`src/hw/rtl/tdtt_pkg.sv`:
```
// Package for the task delay tick table: opcode and status codes, the
// delay counter width and the command struct broadcast to every slot cell.
// No dependencies.
`timescale 1ns / 1ps

package tdtt_pkg;

	localparam int DELAY_W = 16;

	typedef enum logic [1:0] {
		OP_CREATE = 2'd0,
		OP_DELAY  = 2'd1,
		OP_YIELD  = 2'd2,
		OP_TICK   = 2'd3
	} opcode_t;

	typedef enum logic [1:0] {
		ST_OK     = 2'd0,
		ST_FULL   = 2'd1,
		ST_NOSLOT = 2'd2
	} status_t;

	// Command seen by all cells in the cycle an item is accepted.
	typedef struct packed {
		logic                fire;
		opcode_t             op;
		logic [DELAY_W-1:0]  ticks;
	} cell_cmd_t;

endpackage

```
`src/hw/rtl/task_delay_tick_table_unit.sv`:
```
// Top level of the task delay tick table: a row of slot cells plus the
// task counter and the result register. Depends on tdtt_pkg and tdtt_cell.
`timescale 1ns / 1ps

// The unit keeps MAX_TASKS task slots, each a cell holding a created flag, a
// waiting flag and a 16-bit delay count. Every accepted item carries one
// operation (create, delay, yield or timer tick) and produces exactly one
// result item with the status, the id of a newly created task, the ready mask
// of slots 0 to 7 and the number of created tasks. The unit takes one item per
// clock cycle: all cells update in parallel in the cycle of acceptance, and
// the result appears in the output register on the following cycle. The
// input stays ready while the output register is empty or being drained, so a
// stalled consumer only stops the input once a result is waiting. Slots are
// created in order; each cell learns from its left neighbor whether it is the
// next free slot. Tasks beyond slot 7 cannot be addressed by delay or yield
// and do not show in the ready mask, and the id and count fields carry the
// low four bits of their values.
module task_delay_tick_table_unit #(
	parameter int MAX_TASKS = 8
) (
	input  logic       clk,
	input  logic       arst_n,
	input  logic       in_valid,
	output logic       in_ready,
	input  logic [1:0] opcode,
	input  logic [2:0] task_index,
	input  logic [15:0] delay_ticks,
	output logic       out_valid,
	input  logic       out_ready,
	output logic [1:0] status,
	output logic [3:0] new_task_id,
	output logic [7:0] ready_mask,
	output logic [3:0] task_total
);
	import tdtt_pkg::*;

	localparam int CW = $clog2(MAX_TASKS + 1);
	localparam int TW = (CW < 4) ? 4 : CW;

	cell_cmd_t            cmd;
	logic                 fire;
	opcode_t              op;
	logic [MAX_TASKS-1:0] created;
	logic [MAX_TASKS-1:0] ready_nx;
	logic [MAX_TASKS-1:0] hit;
	logic [7:0]           created_pad;
	logic [7:0]           ready_pad;
	logic [CW-1:0]        count_q;
	logic [CW-1:0]        count_nx;
	logic [TW-1:0]        count_ext;
	logic                 create_ok;
	status_t              status_d;
	logic                 out_valid_q;
	logic [1:0]           status_q;
	logic [3:0]           new_task_id_q;
	logic [7:0]           ready_mask_q;
	logic [3:0]           task_total_q;

	assign in_ready = !out_valid_q || out_ready;
	assign fire     = in_valid && in_ready;
	assign op       = opcode_t'(opcode);

	assign cmd.fire  = fire;
	assign cmd.op    = op;
	assign cmd.ticks = delay_ticks;

	// Row of slot cells; each passes its created flag to its right neighbor.
	for (genvar i = 0; i < MAX_TASKS; i++) begin : g_cell
		logic prev;
		if (i == 0) begin : g_first
			assign prev = 1'b1;
		end else begin : g_rest
			assign prev = created[i-1];
		end
		if (i < 8) begin : g_addr
			assign hit[i] = (task_index == 3'(i));
		end else begin : g_noaddr
			assign hit[i] = 1'b0;
		end
		tdtt_cell u_cell (
			.clk          (clk),
			.arst_n       (arst_n),
			.cmd          (cmd),
			.hit          (hit[i]),
			.prev_created (prev),
			.created      (created[i]),
			.ready_next   (ready_nx[i])
		);
	end

	// Only slots 0 to 7 are addressable and visible in the ready mask.
	assign created_pad = 8'(created);
	assign ready_pad   = 8'(ready_nx);

	// The table is full once the last cell is created.
	assign create_ok = fire && (op == OP_CREATE) && !created[MAX_TASKS-1];
	assign count_nx  = create_ok ? count_q + CW'(1) : count_q;
	assign count_ext = TW'(count_nx);

	always_comb begin
		status_d = ST_OK;
		unique case (op)
			OP_CREATE: begin
				if (created[MAX_TASKS-1]) begin
					status_d = ST_FULL;
				end
			end
			OP_DELAY, OP_YIELD: begin
				if (!created_pad[task_index]) begin
					status_d = ST_NOSLOT;
				end
			end
			OP_TICK: begin
				status_d = ST_OK;
			end
			default: begin
				status_d = ST_OK;
			end
		endcase
	end

	always_ff @(posedge clk or negedge arst_n) begin
		if (!arst_n) begin
			count_q     <= '0;
			out_valid_q <= 1'b0;
		end else begin
			count_q <= count_nx;
			if (fire) begin
				out_valid_q <= 1'b1;
			end else if (out_ready) begin
				out_valid_q <= 1'b0;
			end
		end
	end

	always_ff @(posedge clk) begin
		if (fire) begin
			status_q      <= status_d;
			new_task_id_q <= create_ok ? count_ext[3:0] : 4'd0;
			ready_mask_q  <= ready_pad;
			task_total_q  <= count_ext[3:0];
		end
	end

	assign out_valid   = out_valid_q;
	assign status      = status_q;
	assign new_task_id = new_task_id_q;
	assign ready_mask  = ready_mask_q;
	assign task_total  = task_total_q;

	// Created slots always form a contiguous run starting at slot 0.
	a_thermometer: assert property (@(posedge clk) disable iff (!arst_n)
		(created & (created + MAX_TASKS'(1))) == '0)
		else $error("created slots are not contiguous");

	// The task counter tracks the number of created cells.
	a_count_match: assert property (@(posedge clk) disable iff (!arst_n)
		$countones(created) == int'(count_q))
		else $error("task counter disagrees with created cells");

	// A successful create advances the counter by exactly one.
	a_create_step: assert property (@(posedge clk) disable iff (!arst_n)
		create_ok |=> count_q == $past(count_q) + CW'(1))
		else $error("create did not advance the task counter");

	// A pending result's task total matches the current task count.
	a_result_state: assert property (@(posedge clk) disable iff (!arst_n)
		out_valid_q |-> (task_total_q == count_ext[3:0] || fire))
		else $error("task total does not match table state");

endmodule

```
`src/hw/rtl/tdtt_cell.sv`:
```
// One task slot of the table: created flag, waiting flag and delay counter.
// Depends on tdtt_pkg; the created flag is handed on to the next cell.
`timescale 1ns / 1ps

module tdtt_cell (
	input  logic               clk,
	input  logic               arst_n,
	input  tdtt_pkg::cell_cmd_t cmd,
	input  logic               hit,
	input  logic               prev_created,
	output logic               created,
	output logic               ready_next
);
	import tdtt_pkg::*;

	logic               created_q;
	logic               waiting_q;
	logic [DELAY_W-1:0] delay_q;
	logic               created_next;
	logic               waiting_d;
	logic [DELAY_W-1:0] delay_d;
	logic [DELAY_W-1:0] delay_dec;

	assign delay_dec = (delay_q != '0) ? delay_q - DELAY_W'(1) : delay_q;

	always_comb begin
		created_next = created_q;
		waiting_d    = waiting_q;
		delay_d      = delay_q;
		if (cmd.fire) begin
			unique case (cmd.op)
				OP_CREATE: begin
					// A slot is created only directly behind the last created one.
					if (prev_created && !created_q) begin
						created_next = 1'b1;
						waiting_d    = 1'b0;
						delay_d      = '0;
					end
				end
				OP_DELAY: begin
					if (hit && created_q) begin
						waiting_d = 1'b1;
						delay_d   = cmd.ticks;
					end
				end
				OP_YIELD: begin
					if (hit && created_q) begin
						waiting_d = 1'b0;
					end
				end
				OP_TICK: begin
					if (created_q && waiting_q) begin
						delay_d = delay_dec;
						if (delay_dec == '0) begin
							waiting_d = 1'b0;
						end
					end
				end
				default: begin
				end
			endcase
		end
	end

	assign created    = created_q;
	assign ready_next = created_next && !waiting_d;

	always_ff @(posedge clk or negedge arst_n) begin
		if (!arst_n) begin
			created_q <= 1'b0;
			waiting_q <= 1'b0;
			delay_q   <= '0;
		end else begin
			created_q <= created_next;
			waiting_q <= waiting_d;
			delay_q   <= delay_d;
		end
	end

endmodule
```
`config.mk`:
```
export PLATFORM = sky130hd
export DESIGN_NAME = task_delay_tick_table_unit
export DESIGN_NICKNAME = d
export VERILOG_FILES = /design/src/hw/rtl/tdtt_pkg.sv /design/src/hw/rtl/task_delay_tick_table_unit.sv /design/src/hw/rtl/tdtt_cell.sv
export SDC_FILE = /design/constraint.sdc
export NUM_CORES = 1
export LEC_CHECK = 0
export ABC_CLOCK_PERIOD_IN_PS = 7600
export BUFFER_PORTS_ARGS = -buffer_cell sky130_fd_sc_hd__buf_2
export CORE_ASPECT_RATIO = 1.1
export CORE_UTILIZATION = 55
export CTS_CLUSTER_DIAMETER = 80
export CTS_CLUSTER_SIZE = 14
export DETAILED_ROUTE_END_ITERATION = 6
export PLACE_DENSITY = 0.72
export SLEW_MARGIN = 20
export SYNTH_ARGS = -nofsm -noshare
export SYNTH_HDL_FRONTEND = slang
export SYNTH_SLANG_ARGS = --single-unit
```
`constraint.sdc`:
```
create_clock -name clk -period 7.6 [get_ports clk]
set_clock_uncertainty 0.05 [all_clocks]
set_input_delay 1.14 -clock clk [delete_from_list [all_inputs] [get_ports clk]]
set_output_delay 1.14 -clock clk [all_outputs]
set_load 0.02 [all_outputs]
```
==> flow_metrics.tcl <==
set metrics [dict create \
    status "completed" \
    worstPathRequired_ns 7.86 \
    slew_headroom_pct 25.1 \
    seq_area_um2 4270 \
    stdcell_count 1745 \
    synth_xor_area_share_pct 1.24 \
    dr.pass1.iters 5 \
    layout_common_cells "nand2_1 (184), dfrtp_1 (149), nor2_1 (139)" \
    dp_cells 1710 \
    io_pins 45 \
    drc 0 \
    numCtsBuffers 17 \
    hpwl_mm 22.8 \
    ys_seq_elements 167 \
    crit_path_end_kind "register" \
    floorplan.rows 56 \
    final-hold-violation-count 0 \
    grt_pass1_wl_mm 54.8 \
    area_growth_pct 7.63 \
    start_util_pct 56.4 \
    peakVddDrop_v 0.000150 \
    die_h_um 157 \
    synth-adder-area-share_pct 2.29 \
    rsz0062_at_grt "no" \
    multi_input_area_um2 7190 \
    viasPerCell 6.64 \
    first_iter_violations 1076 \
    tightestPinTransition_ns 1.11 \
    final_nets 1486 \
    synth_area_um2 12000 \
    syn_inst 1470 \
    holdWs_ns 0.455 \
    drive_above_1_share_pct 8.88 \
    period_share_pct 45.7 \
    overflow 0 \
    worst_r2r_startpoint "out_valid$_DFFE_PN0P_" \
    grt_max_degree 88 \
    synth-async-reset-ratio_pct 89.2 \
    cp-startpoint "out_ready" \
    max_cap_viol_count 0 \
    worstSetupPathType "in -> reg" \
    cts_hold_buf 0 \
    power_density_nw_per_um2 327 \
    reg2reg_slack_ns 4.44 \
    drt-wirelength-per-cell_um 20.0 \
    portBuffers 44 \
    cts_buffer_depth 2 \
    grt_pass1_vias 10300 \
    vias 11600 \
    synth_simple_gate_area_share_pct 28.7 \
    slew_violations 0 \
    die_w_um 143 \
    crit_fanout 46 \
    post_cts_resized 0 \
    synth_top_family_by_area "simple AND/OR/NAND/NOR gates" \
    crit_arrival_ns 3.74 \
    fillCellCount 1909 \
    syn_avg_cell_area_um2 8.19 \
    antenna_left 0 \
    period_needed_ns 3.48 \
    wl_mm 34.9 \
    synthMuxAreaShare_pct 4.13 \
    finalSetupViolations 0 \
    synthFlopType "dfrtp_1" \
    final.setup.tns_ns 0 \
    hp-start "count_q[3]$_DFF_PN0_" \
    final_common_cell "nand2_1" \
    dieArea_um2 22500 \
    postCtsSetupRepairBufs 0 \
    synth_warnings 0 \
    totalPowerFinal_mw 4.24 \
    synth_edf_count 18 \
    yosys.cell_types.count 72 \
    cp-start-kind "input port" \
    fmax_mhz 288 \
    htreeDepth 4 \
    synth_fp_nets 1517 \
    final_core_util_pct 60.7 \
    cts-root-buf "clkbuf_16" \
    cts_tree "built" \
    seq_area_frac_synth_pct 35.4 \
    gr-usage-all-layers_pct 31.7 \
    leakage_nw 4.77 \
    min_path_type "reg -> reg" \
    cts.clk_slew.worst_paths_ns 0.07 \
    clk_latency_ns 0.43 \
    antenna_found_initial 5 \
    cts_sinks 167 \
    synth_compound_area_share_pct 23.3 \
    gp_congestion 0.891 \
    core_um2 21400 \
]
[metal layers]
layer  GRT usage (%)  routed length, um
met1            43.1              15300
met2            49.1              15600
met3            5.11               2580
met4            15.1               1390
met5               0                 16
[registers in the layout, indices dropped and copies added (netlist names)]
signal,flops
g_cell.u_cell.created,8
task_total,4
new_task_id,4
g_cell.u_cell.delay_q,128
out_valid,1
count_q,4
g_cell.u_cell.waiting_q,8
ready_mask,8
status,2
[cell usage after synthesis (18+ instances only)]
master	number	area [um^2]
nand2b_1	19	119
a21oi_1	68	340
o221ai_1	82	718
nor2_1	139	522
o31ai_1	18	135
ha_1	22	275
mux2i_1	43	430
o21ai_0	65	325
nand2_1	184	691
inv_1	41	154
or4_1	23	173
or3_1	30	188
a221o_1	21	210
dfrtp_1	149	3730
clkbuf_1	93	349
nand3_1	27	135
nor3_1	86	430
nand4_1	22	138
nor4_1	51	319
edfxtp_1	18	541
or2_2	19	119
[stage by stage]
stage | worst slack [ns] | area (um^2)
2_1_floorplan | 4.21 | 12000
3_3_place_gp | 3.84 | 12300
3_5_place_dp | 3.79 | 12300
4_1_cts | 4.19 | 13000
5_1_grt | 3.91 | 13000
6_report | 4.12 | 13000
[worst max-delay path: stages]
cell and delay, ns:
buf_2 0.12, nor2b_1 0.53, inv_1 0.22, nand2_1 0.16, inv_1 0.47, nand3_1 0.21, buf_4 0.42, o21bai_1 0.14
a221o_1 0.31
[worst paths after layout]
kind / to / cells past startpoint
hold reg to reg: count_q[3]$_DFF_PN0_ / 1
setup / recovery: g_cell[4].u_cell.delay_q[6]$_DFFE_PN0P_ / 9
min in group asynchronous: g_cell[2].u_cell.delay_q[3]$_DFFE_PN0P_ / 1
setup reg to reg: g_cell[4].u_cell.delay_q[7]$_DFFE_PN0P_ / 9
max in group asynchronous: g_cell[1].u_cell.delay_q[13]$_DFFE_PN0P_ / 2
hold / removal: count_q[3]$_DFF_PN0_ / 1
[logic make-up (layout without fill, tap and decap cells)]
| family | after synthesis | count (layout) |
|---|---|---|
| buffers and inverters | 149 | 131 |
| adders and majority gates | 22 | 22 |
| other | 0 | 3 |
| AOI/OAI and AO/OA | 387 | 387 |
| muxes | 48 | 48 |
| and+or+nand+nor | 680 | 680 |
| DFF | 167 | 167 |
| xor gates and xnor gates | 17 | 17 |
[cell type report]
class                      count  area share (%)
tap                          290            2.80
clock buffer                  20            3.52
clock inverter                12            1.53
sequential                   167            32.9
timing repair buffer          56            2.44
antenna                        3          0.0579
inverter                      43            1.25
multi-input combinational   1154            55.5
[power by group]
part,switching (mW),internal (mW)
Sequential,0.559,1.23
Clock,0.374,0.600
Combinational,0.815,0.667
No activity file was read; power rests on OpenSTA's default activity.
